## config.mk

```make
export PLATFORM = sky130hd
export DESIGN_NAME = array_list_engine
export DESIGN_NICKNAME = d
export VERILOG_FILES = /design/src/rtl/core/alp_pkg.sv /design/src/rtl/core/alp_ram.sv /design/src/rtl/core/alp_datapath.sv /design/src/rtl/core/alp_ctrl.sv /design/src/rtl/core/array_list_engine.sv
export SDC_FILE = /design/constraint.sdc
export NUM_CORES = 2
export LEC_CHECK = 0
export ABC_CLOCK_PERIOD_IN_PS = 4300
export BUFFER_PORTS_ARGS = -buffer_cell sky130_fd_sc_hd__buf_2
export CAP_MARGIN = 40
export CORE_MARGIN = 5
export CORE_UTILIZATION = 36
export CTS_CLUSTER_DIAMETER = 40
export DETAILED_ROUTE_END_ITERATION = 8
export PLACE_DENSITY_LB_ADDON = 0.2
export SYNTH_ARGS = -nofsm -noshare
export SYNTH_HDL_FRONTEND = slang
export SYNTH_SLANG_ARGS = --single-unit
```

## constraint.sdc

```tcl
create_clock -name clk -period 4.3 [get_ports clk]
set_input_delay 0.215 -clock clk [delete_from_list [all_inputs] [get_ports clk]]
set_output_delay 0.215 -clock clk [all_outputs]
set_load 0.02 [all_outputs]
```

## src/rtl/core/alp_pkg.sv

```systemverilog
// alp_pkg: shared types, sizes and codes for the array list engine.
// Used by alp_ctrl, alp_datapath, array_list_engine and the testbench; depends on nothing.
package alp_pkg;

  // List capacity and derived widths
  localparam int CAPACITY = 64;
  localparam int DATA_W   = 32;
  localparam int OP_W     = 3;
  localparam int POS_W    = 7;
  localparam int STAT_W   = 2;
  localparam int ADDR_W   = (CAPACITY > 1) ? $clog2(CAPACITY) : 1;
  localparam int CNT_W    = $clog2(CAPACITY + 1);
  localparam int CMP_W    = ((CNT_W > POS_W) ? CNT_W : POS_W) + 1;

  typedef logic [OP_W-1:0]          op_t;
  typedef logic [POS_W-1:0]         pos_t;
  typedef logic [STAT_W-1:0]        stat_code_t;
  typedef logic [ADDR_W-1:0]        addr_t;
  typedef logic [CNT_W-1:0]         cnt_t;
  typedef logic [CMP_W-1:0]         cmp_t;
  typedef logic signed [DATA_W-1:0] data_t;

  // Operation codes
  localparam op_t OP_INSERT   = 3'd0;
  localparam op_t OP_DELETE   = 3'd1;
  localparam op_t OP_LOCATE   = 3'd2;
  localparam op_t OP_RETRIEVE = 3'd3;
  localparam op_t OP_MINIMUM  = 3'd4;

  // Status codes
  localparam stat_code_t ST_OK     = 2'd0;
  localparam stat_code_t ST_FULL   = 2'd1;
  localparam stat_code_t ST_BADPOS = 2'd2;
  localparam stat_code_t ST_EMPTY  = 2'd3;

  // Controller to datapath commands
  typedef struct packed {
    logic       load_req;   // capture the accepted transaction
    logic       check;      // init walk pointer and result accumulators
    logic       rd_en;      // read entry at pointer, step pointer
    logic       consume;    // use read data from previous cycle
    logic       put;        // write inserted value at its position
    logic       cnt_inc;
    logic       cnt_dec;
    logic       out_load;   // fill output register
    stat_code_t out_status;
  } alp_cmd_t;

  // Datapath to controller status
  typedef struct packed {
    op_t  op;
    logic full;
    logic empty;
    logic ins_ok;       // 1 <= pos <= count+1
    logic del_ok;       // 1 <= pos <= count
    logic ins_noshift;  // pos == count+1
    logic del_noshift;  // pos == count
    logic ptr_last;     // pointer sits on the final entry of the walk
  } alp_stat_t;

endpackage

```

## src/rtl/core/alp_ram.sv

```systemverilog
// alp_ram: generic single-write, single-read RAM with registered read data.
// Standalone; no package dependency.
module alp_ram #(
  parameter int WIDTH = 32,
  parameter int DEPTH = 64
) (
  input  logic                                  clk,
  input  logic                                  wr_en,
  input  logic [((DEPTH > 1) ? $clog2(DEPTH) : 1)-1:0] wr_addr,
  input  logic [WIDTH-1:0]                      wr_data,
  input  logic                                  rd_en,
  input  logic [((DEPTH > 1) ? $clog2(DEPTH) : 1)-1:0] rd_addr,
  output logic [WIDTH-1:0]                      rd_data
);

  logic [WIDTH-1:0] mem [DEPTH];

  // Write port
  always_ff @(posedge clk) begin
    if (wr_en) begin
      mem[wr_addr] <= wr_data;
    end
  end

  // Registered read port
  always_ff @(posedge clk) begin
    if (rd_en) begin
      rd_data <= mem[rd_addr];
    end
  end

endmodule

```

## src/rtl/core/alp_datapath.sv

```systemverilog
// alp_datapath: request registers, entry count, walk pointer, entry memory,
// scan accumulators and output register. Depends on alp_pkg and alp_ram.
module alp_datapath (
  input  logic                 clk,
  input  logic                 rst_n,
  input  alp_pkg::alp_cmd_t    cmd,
  output alp_pkg::alp_stat_t   stat,
  input  alp_pkg::op_t         in_operation,
  input  alp_pkg::pos_t        in_position,
  input  alp_pkg::data_t       in_value,
  output alp_pkg::stat_code_t  out_status,
  output logic                 out_found,
  output alp_pkg::pos_t        out_result_position,
  output alp_pkg::data_t       out_result_value,
  output alp_pkg::pos_t        out_entry_count
);

  alp_pkg::op_t   op_r;
  alp_pkg::pos_t  pos_r;
  alp_pkg::data_t val_r;
  alp_pkg::cnt_t  count_r;
  alp_pkg::addr_t ptr_r;
  alp_pkg::addr_t prev_r;
  logic           found_r;
  logic           acc_vld_r;
  alp_pkg::pos_t  res_pos_r;
  alp_pkg::data_t res_val_r;

  alp_pkg::stat_code_t out_status_r;
  logic                out_found_r;
  alp_pkg::pos_t       out_pos_r;
  alp_pkg::data_t      out_val_r;
  alp_pkg::pos_t       out_cnt_r;

  alp_pkg::cmp_t  pos_x;
  alp_pkg::cmp_t  cnt_x;
  alp_pkg::addr_t ptr_init;
  alp_pkg::addr_t wr_addr;
  alp_pkg::data_t wr_data;
  logic           wr_en;
  logic [alp_pkg::DATA_W-1:0] ram_rdata;
  alp_pkg::data_t rdata;

  assign pos_x = alp_pkg::cmp_t'(pos_r);
  assign cnt_x = alp_pkg::cmp_t'(count_r);
  assign rdata = alp_pkg::data_t'(ram_rdata);

  // Range checks on the held request
  always_comb begin
    stat.op          = op_r;
    stat.full        = (cnt_x >= alp_pkg::cmp_t'(alp_pkg::CAPACITY));
    stat.empty       = (count_r == '0);
    stat.ins_ok      = (pos_x != '0) && (pos_x <= cnt_x + alp_pkg::cmp_t'(1));
    stat.del_ok      = (pos_x != '0) && (pos_x <= cnt_x);
    stat.ins_noshift = (pos_x == cnt_x + alp_pkg::cmp_t'(1));
    stat.del_noshift = (pos_x == cnt_x);
    case (op_r)
      alp_pkg::OP_INSERT:   stat.ptr_last = (ptr_r == alp_pkg::addr_t'(pos_x - 1'b1));
      alp_pkg::OP_RETRIEVE: stat.ptr_last = 1'b1;
      default:              stat.ptr_last = (ptr_r == alp_pkg::addr_t'(cnt_x - 1'b1));
    endcase
  end

  // Start address of the walk
  always_comb begin
    case (op_r)
      alp_pkg::OP_INSERT:   ptr_init = alp_pkg::addr_t'(cnt_x - 1'b1);
      alp_pkg::OP_DELETE:   ptr_init = alp_pkg::addr_t'(pos_x);
      alp_pkg::OP_RETRIEVE: ptr_init = alp_pkg::addr_t'(pos_x - 1'b1);
      default:              ptr_init = '0;
    endcase
  end

  // Write port: inserted value, or shifted entry one place up or down
  always_comb begin
    wr_en   = 1'b0;
    wr_addr = alp_pkg::addr_t'(pos_x - 1'b1);
    wr_data = val_r;
    if (cmd.put) begin
      wr_en = 1'b1;
    end else if (cmd.consume) begin
      wr_data = rdata;
      if (op_r == alp_pkg::OP_INSERT) begin
        wr_en   = 1'b1;
        wr_addr = prev_r + alp_pkg::addr_t'(1);
      end else if (op_r == alp_pkg::OP_DELETE) begin
        wr_en   = 1'b1;
        wr_addr = prev_r - alp_pkg::addr_t'(1);
      end
    end
  end

  alp_ram #(
    .WIDTH (alp_pkg::DATA_W),
    .DEPTH (alp_pkg::CAPACITY)
  ) u_ram (
    .clk     (clk),
    .wr_en   (wr_en),
    .wr_addr (wr_addr),
    .wr_data (wr_data),
    .rd_en   (cmd.rd_en),
    .rd_addr (ptr_r),
    .rd_data (ram_rdata)
  );

  // Entry count
  always_ff @(posedge clk) begin
    if (!rst_n) begin
      count_r <= '0;
    end else if (cmd.cnt_inc) begin
      count_r <= count_r + alp_pkg::cnt_t'(1);
    end else if (cmd.cnt_dec) begin
      count_r <= count_r - alp_pkg::cnt_t'(1);
    end
  end

  // Request capture, walk pointer and scan accumulators
  always_ff @(posedge clk) begin
    if (cmd.load_req) begin
      op_r  <= in_operation;
      pos_r <= in_position;
      val_r <= in_value;
    end
    if (cmd.check) begin
      ptr_r     <= ptr_init;
      found_r   <= 1'b0;
      acc_vld_r <= 1'b0;
      res_val_r <= '0;
      res_pos_r <= (op_r == alp_pkg::OP_LOCATE) ?
                   alp_pkg::pos_t'(cnt_x + alp_pkg::cmp_t'(1)) : '0;
    end else if (cmd.rd_en) begin
      prev_r <= ptr_r;
      ptr_r  <= (op_r == alp_pkg::OP_INSERT) ? ptr_r - alp_pkg::addr_t'(1)
                                             : ptr_r + alp_pkg::addr_t'(1);
    end
    if (cmd.consume) begin
      case (op_r)
        alp_pkg::OP_LOCATE: begin
          if (!found_r && (rdata == val_r)) begin
            found_r   <= 1'b1;
            res_pos_r <= alp_pkg::pos_t'(alp_pkg::cmp_t'(prev_r) + alp_pkg::cmp_t'(1));
          end
        end
        alp_pkg::OP_RETRIEVE: begin
          res_val_r <= rdata;
        end
        alp_pkg::OP_MINIMUM: begin
          if (!acc_vld_r || (rdata < res_val_r)) begin
            res_val_r <= rdata;
          end
          acc_vld_r <= 1'b1;
        end
        default: begin
        end
      endcase
    end
  end

  // Output register
  always_ff @(posedge clk) begin
    if (cmd.out_load) begin
      out_status_r <= cmd.out_status;
      out_found_r  <= found_r;
      out_pos_r    <= res_pos_r;
      out_val_r    <= res_val_r;
      out_cnt_r    <= alp_pkg::pos_t'(count_r);
    end
  end

  assign out_status          = out_status_r;
  assign out_found           = out_found_r;
  assign out_result_position = out_pos_r;
  assign out_result_value    = out_val_r;
  assign out_entry_count     = out_cnt_r;

endmodule

```

## src/rtl/core/alp_ctrl.sv

```systemverilog
// alp_ctrl: sequencer for list operations and the output handshake.
// Depends on alp_pkg; drives alp_datapath through command/status structs.
module alp_ctrl (
  input  logic               clk,
  input  logic               rst_n,
  input  logic               in_valid,
  output logic               in_ready,
  output logic               out_valid,
  input  logic               out_ready,
  input  alp_pkg::alp_stat_t stat,
  output alp_pkg::alp_cmd_t  cmd
);

  typedef enum logic [2:0] {
    S_IDLE,
    S_CHECK,
    S_WALK,
    S_DRAIN,
    S_PUT,
    S_FIN
  } state_t;

  state_t              state_r, state_nxt;
  alp_pkg::stat_code_t status_r, status_nxt;
  logic                pend_r, pend_nxt;
  logic                out_valid_r, out_valid_nxt;

  assign in_ready  = (state_r == S_IDLE);
  assign out_valid = out_valid_r;

  // Next state and commands
  always_comb begin
    state_nxt      = state_r;
    status_nxt     = status_r;
    pend_nxt       = 1'b0;
    out_valid_nxt  = out_valid_r && !out_ready;
    cmd            = '0;
    cmd.out_status = status_r;
    case (state_r)
      S_IDLE: begin
        if (in_valid) begin
          cmd.load_req = 1'b1;
          state_nxt    = S_CHECK;
        end
      end
      S_CHECK: begin
        cmd.check  = 1'b1;
        status_nxt = alp_pkg::ST_OK;
        state_nxt  = S_FIN;
        case (stat.op)
          alp_pkg::OP_INSERT: begin
            if (stat.full) begin
              status_nxt = alp_pkg::ST_FULL;
            end else if (!stat.ins_ok) begin
              status_nxt = alp_pkg::ST_BADPOS;
            end else if (stat.ins_noshift) begin
              state_nxt = S_PUT;
            end else begin
              state_nxt = S_WALK;
            end
          end
          alp_pkg::OP_DELETE: begin
            if (!stat.del_ok) begin
              status_nxt = alp_pkg::ST_BADPOS;
            end else if (stat.del_noshift) begin
              cmd.cnt_dec = 1'b1;
            end else begin
              state_nxt = S_WALK;
            end
          end
          alp_pkg::OP_LOCATE: begin
            if (!stat.empty) begin
              state_nxt = S_WALK;
            end
          end
          alp_pkg::OP_RETRIEVE: begin
            if (!stat.del_ok) begin
              status_nxt = alp_pkg::ST_BADPOS;
            end else begin
              state_nxt = S_WALK;
            end
          end
          alp_pkg::OP_MINIMUM: begin
            if (stat.empty) begin
              status_nxt = alp_pkg::ST_EMPTY;
            end else begin
              state_nxt = S_WALK;
            end
          end
          default: begin
          end
        endcase
      end
      S_WALK: begin
        // one read per cycle, previous read data consumed alongside
        cmd.rd_en   = 1'b1;
        cmd.consume = pend_r;
        pend_nxt    = 1'b1;
        if (stat.ptr_last) begin
          state_nxt = S_DRAIN;
        end
      end
      S_DRAIN: begin
        cmd.consume = 1'b1;
        if (stat.op == alp_pkg::OP_INSERT) begin
          state_nxt = S_PUT;
        end else begin
          cmd.cnt_dec = (stat.op == alp_pkg::OP_DELETE);
          state_nxt   = S_FIN;
        end
      end
      S_PUT: begin
        cmd.put     = 1'b1;
        cmd.cnt_inc = 1'b1;
        state_nxt   = S_FIN;
      end
      S_FIN: begin
        // wait for a free output register
        if (!out_valid_r || out_ready) begin
          cmd.out_load  = 1'b1;
          out_valid_nxt = 1'b1;
          state_nxt     = S_IDLE;
        end
      end
      default: begin
        state_nxt = S_IDLE;
      end
    endcase
  end

  // State and registered outputs
  always_ff @(posedge clk) begin
    if (!rst_n) begin
      state_r     <= S_IDLE;
      status_r    <= alp_pkg::ST_OK;
      pend_r      <= 1'b0;
      out_valid_r <= 1'b0;
    end else begin
      state_r     <= state_nxt;
      status_r    <= status_nxt;
      pend_r      <= pend_nxt;
      out_valid_r <= out_valid_nxt;
    end
  end

endmodule

```

## src/rtl/core/array_list_engine.sv

```systemverilog
// array_list_engine: ordered list of signed 32-bit values in one RAM.
// Rejects, ignored ops, a locate on an empty list and a last-entry delete go straight to the result;
// an append insert writes the value first; other ops walk the list, a shifting insert then writes.
// Throughput: one transaction at a time; in_ready rises in the same cycle as out_valid,
// later while an unaccepted result holds the output register.
// Reset: synchronous active-low rst_n clears count and control; entries stay unwritten.
module array_list_engine (
  input  logic                clk,
  input  logic                rst_n,
  input  logic                in_valid,
  output logic                in_ready,
  input  alp_pkg::op_t        in_operation,
  input  alp_pkg::pos_t       in_position,
  input  alp_pkg::data_t      in_value,
  output logic                out_valid,
  input  logic                out_ready,
  output alp_pkg::stat_code_t out_status,
  output logic                out_found,
  output alp_pkg::pos_t       out_result_position,
  output alp_pkg::data_t      out_result_value,
  output alp_pkg::pos_t       out_entry_count
);

  alp_pkg::alp_cmd_t  cmd;
  alp_pkg::alp_stat_t stat;

  alp_ctrl u_ctrl (
    .clk       (clk),
    .rst_n     (rst_n),
    .in_valid  (in_valid),
    .in_ready  (in_ready),
    .out_valid (out_valid),
    .out_ready (out_ready),
    .stat      (stat),
    .cmd       (cmd)
  );

  alp_datapath u_dp (
    .clk                 (clk),
    .rst_n               (rst_n),
    .cmd                 (cmd),
    .stat                (stat),
    .in_operation        (in_operation),
    .in_position         (in_position),
    .in_value            (in_value),
    .out_status          (out_status),
    .out_found           (out_found),
    .out_result_position (out_result_position),
    .out_result_value    (out_result_value),
    .out_entry_count     (out_entry_count)
  );

endmodule

```

==> impl_metrics.tcl <==
set metrics [dict create \
    cts_tree "done" \
    drive_gt1_share_pct 34.49 \
    nNetsFinal 4668 \
    slew_headroom_pct 36.88 \
    cp.required_ns 4.83 \
    slew_violations 0 \
    cts_resized 0 \
    power_mw 73.41 \
    clock_latency_ns 0.94 \
    die_h_um 503.4 \
    antenna_found_initial 11 \
    setup_viol_count_final 0 \
    ant_nets 0 \
    power.leakage_nw 34.04 \
    outcome "completed" \
    die_area_um2 253400 \
    holdPathEnd "u_dp.pos_r[0]" \
    netlist_area_um2 87630 \
    hp-class "in2reg" \
    cp.arrival_ns 4.28 \
    hold_path_startpoint "in_position[0]" \
    ys_warn_count 0 \
    path_clk_slew_ns 0.06 \
    portBuffers 96 \
    grt_max_degree 110 \
    via_per_inst 5.440 \
    dieWidth_um 503.4 \
    post-route-period-util_pct 87.24 \
    initial_core_util_pct 36.09 \
    io-pin-count 97 \
    rsz0062_at_grt "no" \
    avgSynthCellArea_um2 21.89 \
    p_per_area_nw_per_um2 686.3 \
    placementRows 181 \
    synth_nets 4111 \
    syn_to_final_growth_pct 22.06 \
    vias 43691 \
    cap_violations 0 \
    grt_remaining_overflow 0 \
    tightest_slew_ns 0.9469 \
    ir_drop_mv 0.9147 \
    startpoint_type "flip-flop" \
    drc 0 \
    fmax_ghz 0.2666 \
    min_path_cells 2 \
    routed_wl_um 244100 \
    wl_per_cell_um 30.39 \
    core-area_um2 242800 \
    synthesis.instances 4003 \
    synthTopCellsByCount "edfxtp_1, mux4_2, nand2_1" \
    yosysTopAreaCell "edfxtp_1" \
    fin_setup_tns_ns 0 \
    hold_viol 0 \
    synth_async_sr_flop_share_pct 0 \
    clock-root-buffer "clkbuf_16" \
    synthDistinctLibCells 76 \
    gp_congestion 0.8537 \
    ys_ff_latch 2238 \
    worstSetupPathType "reg2reg" \
    grt_pass1_vias 44026 \
    synth_edf_count 2183 \
    cts_max_path_buffers 4 \
    ys_seq_area_share_pct 76.06 \
    cts_buffers 345 \
    yosysMostFrequentCell "edfxtp_1" \
    yosysTopAreaCellShare_pct 74.81 \
    cts_max_level 5 \
    ys_top_cells_by_area "edfxtp_1, mux4_2, dfxtp_1" \
    r2r_end "u_dp.u_ram.mem[60][16]" \
    fin_skew_ns 0.06008 \
    synth-main-ff-cell "edfxtp_1" \
    hpwl_um 151400 \
    period_needed_ns 3.751 \
    end_kind "flip-flop" \
    cts_sinks 2238 \
    cp-startpoint "u_dp.op_r[1]" \
    first_pass_iters 5 \
    r2r-start "u_dp.op_r[1]" \
    grt_pass1_wl_um 344500 \
    grt_usage_pct 19.15 \
    first_iter_violations 4769 \
    reg2reg_slack_ns 0.55 \
    r2r_cells 9 \
    crit_fanout 22 \
]
-- logic make-up (layout without fill, tap and decap cells) --
family,Yosys count,in the layout,share of synthesized area [%]
flip-flops,2238,2238,76.06
adder cells (fa/ha/maj),62,62,0.9024
AND/OR/NAND/NOR,425,425,2.212
AO/OA/AOI/OAI,291,291,2.337
buffers and inverters,277,1095,1.325
other,0,9,0
multiplexers,646,646,16.52
XOR/XNOR,64,64,0.6397
-- worst max path at each step --
stage               slack [ns]  cells past startpoint                      to
floorplan                 0.39                     10   u_dp.u_ram.mem[10][0]
global placement          0.65                      7   u_dp.u_ram.rd_data[2]
detailed placement        0.62                      9   u_dp.u_ram.mem[60][3]
CTS                       0.56                      9   u_dp.u_ram.mem[60][3]
global route              0.41                      9  u_dp.u_ram.mem[60][22]
finish                    0.55                      9  u_dp.u_ram.mem[60][16]
-- report_power, final --
group / leakage [nW] / total (mW) / switching, mW / internal [mW]
Clock: 5.47 / 27.2 / 10.1 / 17.1
Sequential: 20.1 / 26.5 / 0.569 / 25.9
Combinational: 8.50 / 19.7 / 11.8 / 7.85
Total: 34.0 / 73.4 / 22.5 / 50.9
-- per-stage QoR --
stage	hold WS (ns)	instances	worst slack, ns	cell area (um^2)	util [%]
after detailed placement	0.3932	7336	0.6237	94830	39.06
after global placement	0.3937	7316	0.6476	94390	38.88
after global routing	0.05302	8024	0.4051	106900	44.05
after CTS	0.02209	8022	0.5639	106900	44.04
final	0.08997	8032	0.5487	107000	44.06
after floorplan	0.3139	4003	0.3940	87630	-
-- critical path, cell delays in order (launching register included) --
cell and delay (ns):
edfxtp_1 0.45, or3_1 0.44, clkinv_2 0.30, a221o_1 0.40
o21ai_0 0.15, o2bb2ai_1 0.20, or3_1 0.55, buf_4 0.28
nor2_4 0.14, buf_4 0.37
-- layout by cell type, fill, tap and decap left out, types with 37 or more instances in the layout --
master | synthesis | routed
dfxtp_1 | 55 | 55
ha_1 | 60 | 60
a21oi_1 | 45 | 45
buf_12 | 0 | 78
inv_1 | 59 | 58
o21ai_0 | 51 | 51
dlygate4sd3_1 | 0 | 78
clkinv_2 | 1 | 47
nor2_1 | 104 | 38
buf_4 | 4 | 165
nand2_1 | 168 | 136
inv_6 | 0 | 37
buf_2 | 60 | 97
a22oi_1 | 67 | 67
xor2_1 | 37 | 37
edfxtp_1 | 2183 | 2183
clkbuf_16 | 0 | 352
mux4_2 | 640 | 640
nand3_1 | 59 | 59
nor2_4 | 0 | 66
clkinv_4 | 0 | 38
-- what timing repair did --
action,in CTS,in global routing
hold endpoints to repair,80,0
setup buffers,0,0
hold buffers,78,0
-- state kept, by name, summed over array words and instances (netlist names), 2 cells and up --
name / flops
u_dp.pos_r: 7
u_dp.prev_r: 6
u_dp.out_result_value: 32
u_dp.res_pos_r: 7
u_dp.u_ram.rd_data: 32
u_dp.out_status: 2
u_dp.out_result_position: 7
u_dp.res_val_r: 32
u_dp.u_ram.mem: 2048
u_dp.count_r: 7
u_dp.val_r: 32
u_ctrl.status_r: 2
u_dp.ptr_r: 6
u_ctrl.state_r: 3
u_dp.op_r: 3
u_dp.out_entry_count: 7
-- metal layers --
layer | track usage (%) | part of all wire, % | up-vias
li1 | - | - | 18157
met1 | 27.48 | 43 | 23578
met2 | 30.02 | 47 | 1600
met3 | 3.953 | 7.2 | 356
met4 | 4.999 | 2.6 | 0
met5 | 0 | 0 | -
-- area by class of cell --
type                    count  area [um^2]
flip-flops and latches   2238        66650
well taps                3202         4006
inverters                  61        230.2
repair buffers            426         4287
diodes                      9        22.52
clock inverters           228         2392
multi-input cells        1488        20460
fillers                 20620       135800
clock buffers             380         8914
No activity file was read; power rests on OpenSTA's default activity.
